$ cat config.mk
export PLATFORM = sky130hd
export DESIGN_NAME = sha256_stream_hasher
export DESIGN_NICKNAME = d
export VERILOG_FILES = /design/src/sv/s256h_pkg.sv /design/src/sv/s256h_datapath.sv /design/src/sv/s256h_ctrl.sv /design/src/sv/sha256_stream_hasher.sv
export VERILOG_INCLUDE_DIRS = /design/src /design/src/sv
export SDC_FILE = /design/constraint.sdc
export NUM_CORES = 2
export LEC_CHECK = 0
export BUFFER_PORTS_ARGS = -buffer_cell sky130_fd_sc_hd__buf_2
export CAP_MARGIN = 30
export CORE_UTILIZATION = 60
export DETAILED_ROUTE_END_ITERATION = 8
export PLACE_DENSITY = 0.76
export SYNTH_ARGS = -nofsm -noshare
export SYNTH_HDL_FRONTEND = slang
export SYNTH_SLANG_ARGS = --single-unit
$ cat constraint.sdc
create_clock -name clk -period 9.5 [get_ports clk]
set_input_delay 1.9 -clock clk [delete_from_list [all_inputs] [get_ports clk]]
set_output_delay 1.9 -clock clk [all_outputs]
set_load 0.01 [all_outputs]
$ cat src/sv/assert_macros.svh
// Assertion macros used by the hasher controller.
`ifndef ASSERT_MACROS_SVH
`define ASSERT_MACROS_SVH
`ifndef SYNTHESIS
`define ASSERT_IMPL(label, clk, rst_n, ante, cons) \
    label: assert property (@(posedge clk) disable iff (!rst_n) (ante) |-> (cons)) \
        else $error("assertion failed");
`define ASSERT_NEXT(label, clk, rst_n, ante, cons) \
    label: assert property (@(posedge clk) disable iff (!rst_n) (ante) |=> (cons)) \
        else $error("assertion failed");
`else
`define ASSERT_IMPL(label, clk, rst_n, ante, cons)
`define ASSERT_NEXT(label, clk, rst_n, ante, cons)
`endif
`endif

$ cat src/sv/s256h_pkg.sv
// Types, constants, initial hash values and round constants for the SHA-256 stream hasher.
package s256h_pkg;

    localparam logic [7:0] PAD_MARK   = 8'h80;
    localparam logic [5:0] LEN_OFFSET = 6'd56;
    localparam logic [5:0] LAST_ROUND = 6'd63;
    localparam logic [5:0] LAST_FILL  = 6'd63;

    typedef struct packed {
        logic       load_byte;
        logic       pad_mark;
        logic       pad_fill;
        logic       pad_len;
        logic       start_round;
        logic       round_step;
        logic [5:0] round;
        logic       update;
        logic       out_adv;
        logic       clear;
    } cmd_t;

    typedef struct packed {
        logic [5:0] fill;
        logic       out_last;
    } status_t;

    function automatic logic [31:0] init_h(input logic [2:0] i);
        logic [31:0] v;
        begin
            case (i)
                3'd0: v = 32'h6A09E667;
                3'd1: v = 32'hBB67AE85;
                3'd2: v = 32'h3C6EF372;
                3'd3: v = 32'hA54FF53A;
                3'd4: v = 32'h510E527F;
                3'd5: v = 32'h9B05688C;
                3'd6: v = 32'h1F83D9AB;
                default: v = 32'h5BE0CD19;
            endcase
            return v;
        end
    endfunction

    function automatic logic [31:0] round_k(input logic [5:0] i);
        logic [31:0] v;
        begin
            case (i)
                6'd0:  v = 32'h428A2F98; 6'd1:  v = 32'h71374491;
                6'd2:  v = 32'hB5C0FBCF; 6'd3:  v = 32'hE9B5DBA5;
                6'd4:  v = 32'h3956C25B; 6'd5:  v = 32'h59F111F1;
                6'd6:  v = 32'h923F82A4; 6'd7:  v = 32'hAB1C5ED5;
                6'd8:  v = 32'hD807AA98; 6'd9:  v = 32'h12835B01;
                6'd10: v = 32'h243185BE; 6'd11: v = 32'h550C7DC3;
                6'd12: v = 32'h72BE5D74; 6'd13: v = 32'h80DEB1FE;
                6'd14: v = 32'h9BDC06A7; 6'd15: v = 32'hC19BF174;
                6'd16: v = 32'hE49B69C1; 6'd17: v = 32'hEFBE4786;
                6'd18: v = 32'h0FC19DC6; 6'd19: v = 32'h240CA1CC;
                6'd20: v = 32'h2DE92C6F; 6'd21: v = 32'h4A7484AA;
                6'd22: v = 32'h5CB0A9DC; 6'd23: v = 32'h76F988DA;
                6'd24: v = 32'h983E5152; 6'd25: v = 32'hA831C66D;
                6'd26: v = 32'hB00327C8; 6'd27: v = 32'hBF597FC7;
                6'd28: v = 32'hC6E00BF3; 6'd29: v = 32'hD5A79147;
                6'd30: v = 32'h06CA6351; 6'd31: v = 32'h14292967;
                6'd32: v = 32'h27B70A85; 6'd33: v = 32'h2E1B2138;
                6'd34: v = 32'h4D2C6DFC; 6'd35: v = 32'h53380D13;
                6'd36: v = 32'h650A7354; 6'd37: v = 32'h766A0ABB;
                6'd38: v = 32'h81C2C92E; 6'd39: v = 32'h92722C85;
                6'd40: v = 32'hA2BFE8A1; 6'd41: v = 32'hA81A664B;
                6'd42: v = 32'hC24B8B70; 6'd43: v = 32'hC76C51A3;
                6'd44: v = 32'hD192E819; 6'd45: v = 32'hD6990624;
                6'd46: v = 32'hF40E3585; 6'd47: v = 32'h106AA070;
                6'd48: v = 32'h19A4C116; 6'd49: v = 32'h1E376C08;
                6'd50: v = 32'h2748774C; 6'd51: v = 32'h34B0BCB5;
                6'd52: v = 32'h391C0CB3; 6'd53: v = 32'h4ED8AA4A;
                6'd54: v = 32'h5B9CCA4F; 6'd55: v = 32'h682E6FF3;
                6'd56: v = 32'h748F82EE; 6'd57: v = 32'h78A5636F;
                6'd58: v = 32'h84C87814; 6'd59: v = 32'h8CC70208;
                6'd60: v = 32'h90BEFFFA; 6'd61: v = 32'hA4506CEB;
                6'd62: v = 32'hBEF9A3F7;
                default: v = 32'hC67178F2;
            endcase
            return v;
        end
    endfunction

endpackage

$ cat src/sv/s256h_datapath.sv
// Datapath of the SHA-256 hasher: block buffer, schedule, round logic and hash state.
module s256h_datapath
(
    input  logic                clk,
    input  logic                rst_n,
    input  s256h_pkg::cmd_t     cmd,
    input  logic [7:0]          data_byte,
    output s256h_pkg::status_t  status,
    output logic [31:0]         digest_word,
    output logic [2:0]          word_index
);

    function automatic logic [31:0] ror(input logic [31:0] v, input int s);
        begin
            return (v >> s) | (v << (32 - s));
        end
    endfunction

    logic [31:0] w_reg    [16];
    logic [31:0] w_next   [16];
    logic [31:0] hash_reg [8];
    logic [31:0] hash_next[8];
    logic [31:0] work_reg [8];
    logic [31:0] work_next[8];
    logic [5:0]  fill_reg, fill_next;
    logic [60:0] count_reg, count_next;
    logic [2:0]  idx_reg, idx_next;

    logic [7:0]  wr_byte;
    logic [63:0] len_shift;
    logic [3:0]  wr_word;
    logic [1:0]  wr_lane;
    logic [31:0] s0, s1, w_new;
    logic [31:0] big0, big1, choose, major, t1, t2;

    always_comb
    begin
        len_shift = {count_reg, 3'b000} << {fill_reg[2:0], 3'b000};
        if (cmd.load_byte)
            wr_byte = data_byte;
        else if (cmd.pad_mark)
            wr_byte = s256h_pkg::PAD_MARK;
        else if (cmd.pad_len)
            wr_byte = len_shift[63:56];
        else
            wr_byte = 8'h00;
        wr_word = fill_reg[5:2];
        wr_lane = ~fill_reg[1:0];

        s0 = ror(w_reg[1], 7) ^ ror(w_reg[1], 18) ^ (w_reg[1] >> 3);
        s1 = ror(w_reg[14], 17) ^ ror(w_reg[14], 19) ^ (w_reg[14] >> 10);
        w_new = w_reg[0] + s0 + w_reg[9] + s1;

        big1   = ror(work_reg[4], 6) ^ ror(work_reg[4], 11) ^ ror(work_reg[4], 25);
        choose = (work_reg[4] & work_reg[5]) ^ (~work_reg[4] & work_reg[6]);
        t1     = work_reg[7] + big1 + choose + s256h_pkg::round_k(cmd.round) + w_reg[0];
        big0   = ror(work_reg[0], 2) ^ ror(work_reg[0], 13) ^ ror(work_reg[0], 22);
        major  = (work_reg[0] & work_reg[1]) ^ (work_reg[0] & work_reg[2])
               ^ (work_reg[1] & work_reg[2]);
        t2     = big0 + major;

        w_next     = w_reg;
        hash_next  = hash_reg;
        work_next  = work_reg;
        fill_next  = fill_reg;
        count_next = count_reg;
        idx_next   = idx_reg;

        if (cmd.load_byte || cmd.pad_mark || cmd.pad_fill || cmd.pad_len)
        begin
            w_next[wr_word][{wr_lane, 3'b000} +: 8] = wr_byte;
            fill_next = fill_reg + 6'd1;
        end
        if (cmd.load_byte)
            count_next = count_reg + 61'd1;

        if (cmd.start_round)
            work_next = hash_reg;

        if (cmd.round_step)
        begin
            for (int i = 0; i < 15; i++)
                w_next[i] = w_reg[i + 1];
            w_next[15]   = w_new;
            work_next[7] = work_reg[6];
            work_next[6] = work_reg[5];
            work_next[5] = work_reg[4];
            work_next[4] = work_reg[3] + t1;
            work_next[3] = work_reg[2];
            work_next[2] = work_reg[1];
            work_next[1] = work_reg[0];
            work_next[0] = t1 + t2;
        end

        if (cmd.update)
        begin
            for (int i = 0; i < 8; i++)
                hash_next[i] = hash_reg[i] + work_reg[i];
        end

        if (cmd.out_adv)
            idx_next = idx_reg + 3'd1;

        if (cmd.clear)
        begin
            for (int i = 0; i < 8; i++)
                hash_next[i] = s256h_pkg::init_h(3'(i));
            fill_next  = '0;
            count_next = '0;
            idx_next   = '0;
        end
    end

    always_ff @(posedge clk or negedge rst_n)
    begin
        if (!rst_n)
        begin
            for (int i = 0; i < 8; i++)
                hash_reg[i] <= s256h_pkg::init_h(3'(i));
            fill_reg  <= '0;
            count_reg <= '0;
            idx_reg   <= '0;
        end
        else
        begin
            hash_reg  <= hash_next;
            fill_reg  <= fill_next;
            count_reg <= count_next;
            idx_reg   <= idx_next;
        end
    end

    always_ff @(posedge clk)
    begin
        w_reg    <= w_next;
        work_reg <= work_next;
    end

    assign status.fill     = fill_reg;
    assign status.out_last = (idx_reg == 3'd7);
    assign digest_word     = hash_reg[idx_reg];
    assign word_index      = idx_reg;

endmodule

$ cat src/sv/s256h_ctrl.sv
// Controller of the SHA-256 hasher: sequences loading, padding, rounds and digest output.
`include "assert_macros.svh"
module s256h_ctrl
(
    input  logic                clk,
    input  logic                rst_n,
    input  logic                in_valid,
    output logic                in_ready,
    input  logic                in_has_byte,
    input  logic                in_eom,
    output logic                out_valid,
    input  logic                out_ready,
    input  s256h_pkg::status_t  status,
    output s256h_pkg::cmd_t     cmd
);

    typedef enum logic [2:0] {
        S_IDLE,
        S_ROUND,
        S_UPDATE,
        S_PAD,
        S_OUT
    } state_t;

    state_t     state_reg, state_next;
    logic [5:0] round_reg, round_next;
    logic       eom_pend_reg, eom_pend_next;
    logic       pad_first_reg, pad_first_next;
    logic       pad_wrap_reg, pad_wrap_next;
    logic       padding_reg, padding_next;

    always_comb
    begin
        state_next     = state_reg;
        round_next     = round_reg;
        eom_pend_next  = eom_pend_reg;
        pad_first_next = pad_first_reg;
        pad_wrap_next  = pad_wrap_reg;
        padding_next   = padding_reg;
        cmd            = '0;
        cmd.round      = round_reg;

        unique case (state_reg)
            S_IDLE:
            begin
                if (in_valid)
                begin
                    cmd.load_byte = in_has_byte;
                    if (in_has_byte && status.fill == s256h_pkg::LAST_FILL)
                    begin
                        cmd.start_round = 1'b1;
                        round_next      = '0;
                        eom_pend_next   = in_eom;
                        state_next      = S_ROUND;
                    end
                    else if (in_eom)
                    begin
                        pad_first_next = 1'b1;
                        padding_next   = 1'b1;
                        state_next     = S_PAD;
                    end
                end
            end
            S_ROUND:
            begin
                cmd.round_step = 1'b1;
                round_next     = round_reg + 6'd1;
                if (round_reg == s256h_pkg::LAST_ROUND)
                    state_next = S_UPDATE;
            end
            S_UPDATE:
            begin
                cmd.update = 1'b1;
                if (padding_reg)
                begin
                    if (pad_wrap_reg)
                    begin
                        pad_wrap_next = 1'b0;
                        state_next    = S_PAD;
                    end
                    else
                        state_next = S_OUT;
                end
                else if (eom_pend_reg)
                begin
                    eom_pend_next  = 1'b0;
                    pad_first_next = 1'b1;
                    padding_next   = 1'b1;
                    state_next     = S_PAD;
                end
                else
                    state_next = S_IDLE;
            end
            S_PAD:
            begin
                if (pad_first_reg)
                begin
                    cmd.pad_mark   = 1'b1;
                    pad_first_next = 1'b0;
                    // A mark that lands in the last eight bytes pushes the length out.
                    pad_wrap_next  = (status.fill >= s256h_pkg::LEN_OFFSET);
                end
                else if (status.fill >= s256h_pkg::LEN_OFFSET && !pad_wrap_reg)
                    cmd.pad_len = 1'b1;
                else
                    cmd.pad_fill = 1'b1;
                if (status.fill == s256h_pkg::LAST_FILL)
                begin
                    cmd.start_round = 1'b1;
                    round_next      = '0;
                    state_next      = S_ROUND;
                end
            end
            S_OUT:
            begin
                if (out_ready)
                begin
                    cmd.out_adv = 1'b1;
                    if (status.out_last)
                    begin
                        cmd.clear     = 1'b1;
                        padding_next  = 1'b0;
                        pad_wrap_next = 1'b0;
                        state_next    = S_IDLE;
                    end
                end
            end
            default:
                state_next = S_IDLE;
        endcase
    end

    always_ff @(posedge clk or negedge rst_n)
    begin
        if (!rst_n)
        begin
            state_reg     <= S_IDLE;
            round_reg     <= '0;
            eom_pend_reg  <= 1'b0;
            pad_first_reg <= 1'b0;
            pad_wrap_reg  <= 1'b0;
            padding_reg   <= 1'b0;
        end
        else
        begin
            state_reg     <= state_next;
            round_reg     <= round_next;
            eom_pend_reg  <= eom_pend_next;
            pad_first_reg <= pad_first_next;
            pad_wrap_reg  <= pad_wrap_next;
            padding_reg   <= padding_next;
        end
    end

    assign in_ready  = (state_reg == S_IDLE);
    assign out_valid = (state_reg == S_OUT);

    `ASSERT_IMPL(a_no_overlap, clk, rst_n, out_valid, !in_ready)
    `ASSERT_NEXT(a_last_frees, clk, rst_n, out_valid && out_ready && status.out_last, in_ready)
    `ASSERT_NEXT(a_rounds_end, clk, rst_n,
        state_reg == S_ROUND && round_reg == s256h_pkg::LAST_ROUND, state_reg == S_UPDATE)

endmodule

$ cat src/sv/sha256_stream_hasher.sv
// SHA-256 stream hasher: takes at most one message byte per beat and returns the
// eight digest words after the beat marked tlast. Each full 64-byte block
// then occupies the single round unit for 64 rounds and one state update,
// during which s_tready is low. Padding writes one byte per cycle into the
// block buffer, and a second block is compressed when the length spills
// over, before the eight words leave, one per accepted beat. No new beat is
// taken while padding, compressing a block or outputting the digest words.
module sha256_stream_hasher
(
    input  logic        clk,
    input  logic        rst_n,
    input  logic        s_tvalid,
    output logic        s_tready,
    input  logic [7:0]  s_tdata,   // [7:0] data_byte
    input  logic        s_tuser,   // [0] has_byte
    input  logic        s_tlast,   // end_of_message
    output logic        m_tvalid,
    input  logic        m_tready,
    output logic [39:0] m_tdata,   // [31:0] digest_word, [34:32] word_index, rest zero
    output logic        m_tlast    // last_word
);

    s256h_pkg::cmd_t    cmd;
    s256h_pkg::status_t status;
    logic [31:0]        digest_word;
    logic [2:0]         word_index;

    s256h_ctrl u_ctrl
    (
        .clk         (clk),
        .rst_n       (rst_n),
        .in_valid    (s_tvalid),
        .in_ready    (s_tready),
        .in_has_byte (s_tuser),
        .in_eom      (s_tlast),
        .out_valid   (m_tvalid),
        .out_ready   (m_tready),
        .status      (status),
        .cmd         (cmd)
    );

    s256h_datapath u_datapath
    (
        .clk         (clk),
        .rst_n       (rst_n),
        .cmd         (cmd),
        .data_byte   (s_tdata),
        .status      (status),
        .digest_word (digest_word),
        .word_index  (word_index)
    );

    assign m_tdata = {5'b00000, word_index, digest_word};
    assign m_tlast = status.out_last;

endmodule

==> metrics.txt <==
Row Count 129; DR pass1 iterations 7; Clock Skews 0.0854 ns; setup total negative slack 0 ns; commonest cells after routing, fill and taps aside nand2_1, o21ai_0, edfxtp_1, a21oi_1, nor2_1; Worst R2R Start u_ctrl.round_reg[0]$_DFFE_PN0P_; CTS tree yes; multi-input logic area 40800 um2; TritonCTS Buffers 118; Warnings, synthesis 0; proportion of layout cells with a drive suffix above 1 8.77%; Worst R2R Path Depth 35; Worst Path Arrival 9.64 ns; hpwl dp 183000 um; core area 124000 um2; post_cts resized 0; Crit. Startpoint u_ctrl.round_reg[0]$_DFFE_PN0P_; top cells by area, synth edfxtp_1, nand2_1, dfrtp_1; # IOs 57; most used flip-flop cell after synthesis edfxtp_1; max-slew violation count 0; DRC errors left 0; Final Hold Fails 0; share of the synthesized area in the top cell type 30.6%; CP endpoint kind flip-flop; Synth cell types 92; gr usage total 39.4%; H-tree depth 3; area of the mapped netlist 75400 um2; Critical Path RT 9.97 ns; CTS max path bufs 3; commonest non-fill, non-tap cell in the layout nand2_1; post-CTS setup buffers 0; clock sinks 1107; initial core utilization 60.7%; Reg2Reg Setup Slack 0.33 ns; WL final 253000 um; crit path kind flip-flop to flip-flop; RSZ-0062 raised after global routing no; Slew @ Worst Pin 1.05 ns; Seq. cell area 31700 um2; sequential share of the synthesized area 42.1%; Slew headroom 29.9%; number of synthesized flops with an enable pin 768; Final nets 8533; CP max FO 11; post-layout minimum cycle time 9.17 ns; vias in the first global route 60.3k; number of nets with antenna violations after routing 0; Die Height 356 um; final worst path period share 96.5%; Gate Count Post-Synth 8020; CP peak stage delay 0.51 ns; Via density 6.57; hold_ws 0.508 ns; crit start category flip-flop; initial drt markers 8376; Synth area leader edfxtp_1; initial antenna violation count 4; first-pass GRT wire length 377000 um; Area Growth Syn to Fin 7.99%; Clk Latency, worst-skew pair 0.81 ns; largest net degree at the start of global routing 233; DR vias 63.5k; Worst Hold Class flip-flop to flip-flop; Worst-path clk slew 0.06 ns; Die X 356 um; slowest CP cell fa_1; asr flop ratio synth 30.6%; WL per Instance 26.2 um; Critical Path Sink u_datapath.work_reg[255]$_DFFE_PP_; CTS Hold Bufs 0; port bufs 51; MaxCap Viol Count 0; r2r endpoint u_datapath.work_reg[255]$_DFFE_PP_; post-synthesis average cell area 9.40 um2; Final Wtd Congestion 1.02; root buf cell clkbuf_16; Die Area 127000 um2; setup violators final 0; Overflow after GRT 0; fill count 9840; Synth Register Bits 1107; f_max 0.109 GHz; outcome completed; Largest register FFs 512
-- final cells by class --
type	count	share of cell area, %
sequential	1107	39.0
inverter	380	1.76
clock inverter	82	1.12
timing repair buffer	198	1.78
tap	1637	2.52
multi-input combinational	6118	50.1
antenna	2	0.00615
clock buffer	138	3.78
-- cell usage after synthesis (141+ instances only) --
| library cell | instances |
|---|---|
| inv_1 | 377 |
| clkbuf_1 | 367 |
| edfxtp_1 | 768 |
| xnor2_1 | 381 |
| nor2_1 | 426 |
| a21oi_1 | 547 |
| a21o_1 | 213 |
| dfrtp_1 | 203 |
| fa_1 | 195 |
| nand2_1 | 1543 |
| nand3_1 | 141 |
| ha_1 | 401 |
| xor2_1 | 256 |
| o21ai_0 | 974 |
-- cell families after synthesis --
kind of cell	after synthesis	synth area share, %
flip-flops	1107	42.1
adder cells (fa/ha/maj)	599	11.9
multiplexers	164	3.62
AND/OR/NAND/NOR	2539	14.3
AO/OA/AOI/OAI	2174	16.7
other	1	0.00497
buffers and inverters	799	4.03
XOR/XNOR	637	7.40
-- critical path, delay by kind of cell, from the launching register on --
kind	cells	cell delay [ns]
AO/OA/AOI/OAI	17	4.22
adder cells (fa/ha/maj)	7	2.83
buffers and inverters	6	0.56
XOR/XNOR	2	0.38
flip-flops	1	0.37
AND/OR/NAND/NOR	2	0.35
multiplexers	1	0.11
-- stage by stage --
stage | setup slack (ns) | cell area [um2] | std cells | util [%]
floorplan | 0.994 | 75400 | 8024 | -
global placement | 0.358 | 77300 | 9432 | 62.3
detailed placement | 0.232 | 77400 | 9439 | 62.3
CTS | 0.157 | 81400 | 9659 | 65.6
global route | 0.0196 | 81400 | 9660 | 65.6
finish | 0.328 | 81400 | 9662 | 65.6
-- routing by layer --
layer  track usage (%)  part of all wire [%]  vias to the layer above
met1              53.1                    38                    30700
met2              59.0                    44                     3966
met4              24.3                   7.3                        6
met5                 0                 0.017                        -
met3              7.68                    11                      805
li1                  -                     -                    28000
-- worst min-delay path by stage --
stage / startpoint / to / slack [ns] / depth (start not counted)
detailed placement: u_datapath.w_reg[325]$_DFFE_PP_ / u_datapath.w_reg[357]$_DFFE_PP_ / 0.51 / 2
finish: u_datapath.w_reg[88]$_DFFE_PP_ / u_datapath.w_reg[120]$_DFFE_PP_ / 0.51 / 2
CTS: u_datapath.w_reg[88]$_DFFE_PP_ / u_datapath.w_reg[120]$_DFFE_PP_ / 0.51 / 2
floorplan: u_datapath.hash_reg[127]$_DFFE_PN0P_ / u_datapath.hash_reg[127]$_DFFE_PN0P_ / 0.47 / 1
global placement: u_datapath.w_reg[144]$_DFFE_PP_ / u_datapath.w_reg[176]$_DFFE_PP_ / 0.50 / 2
global route: u_datapath.hash_reg[133]$_DFFE_PN1P_ / u_datapath.hash_reg[133]$_DFFE_PN1P_ / 0.53 / 2
Power is left out: the tool's default activity adds up to more than one toggle a clock period on the data nets, which glitch-free logic cannot reach.
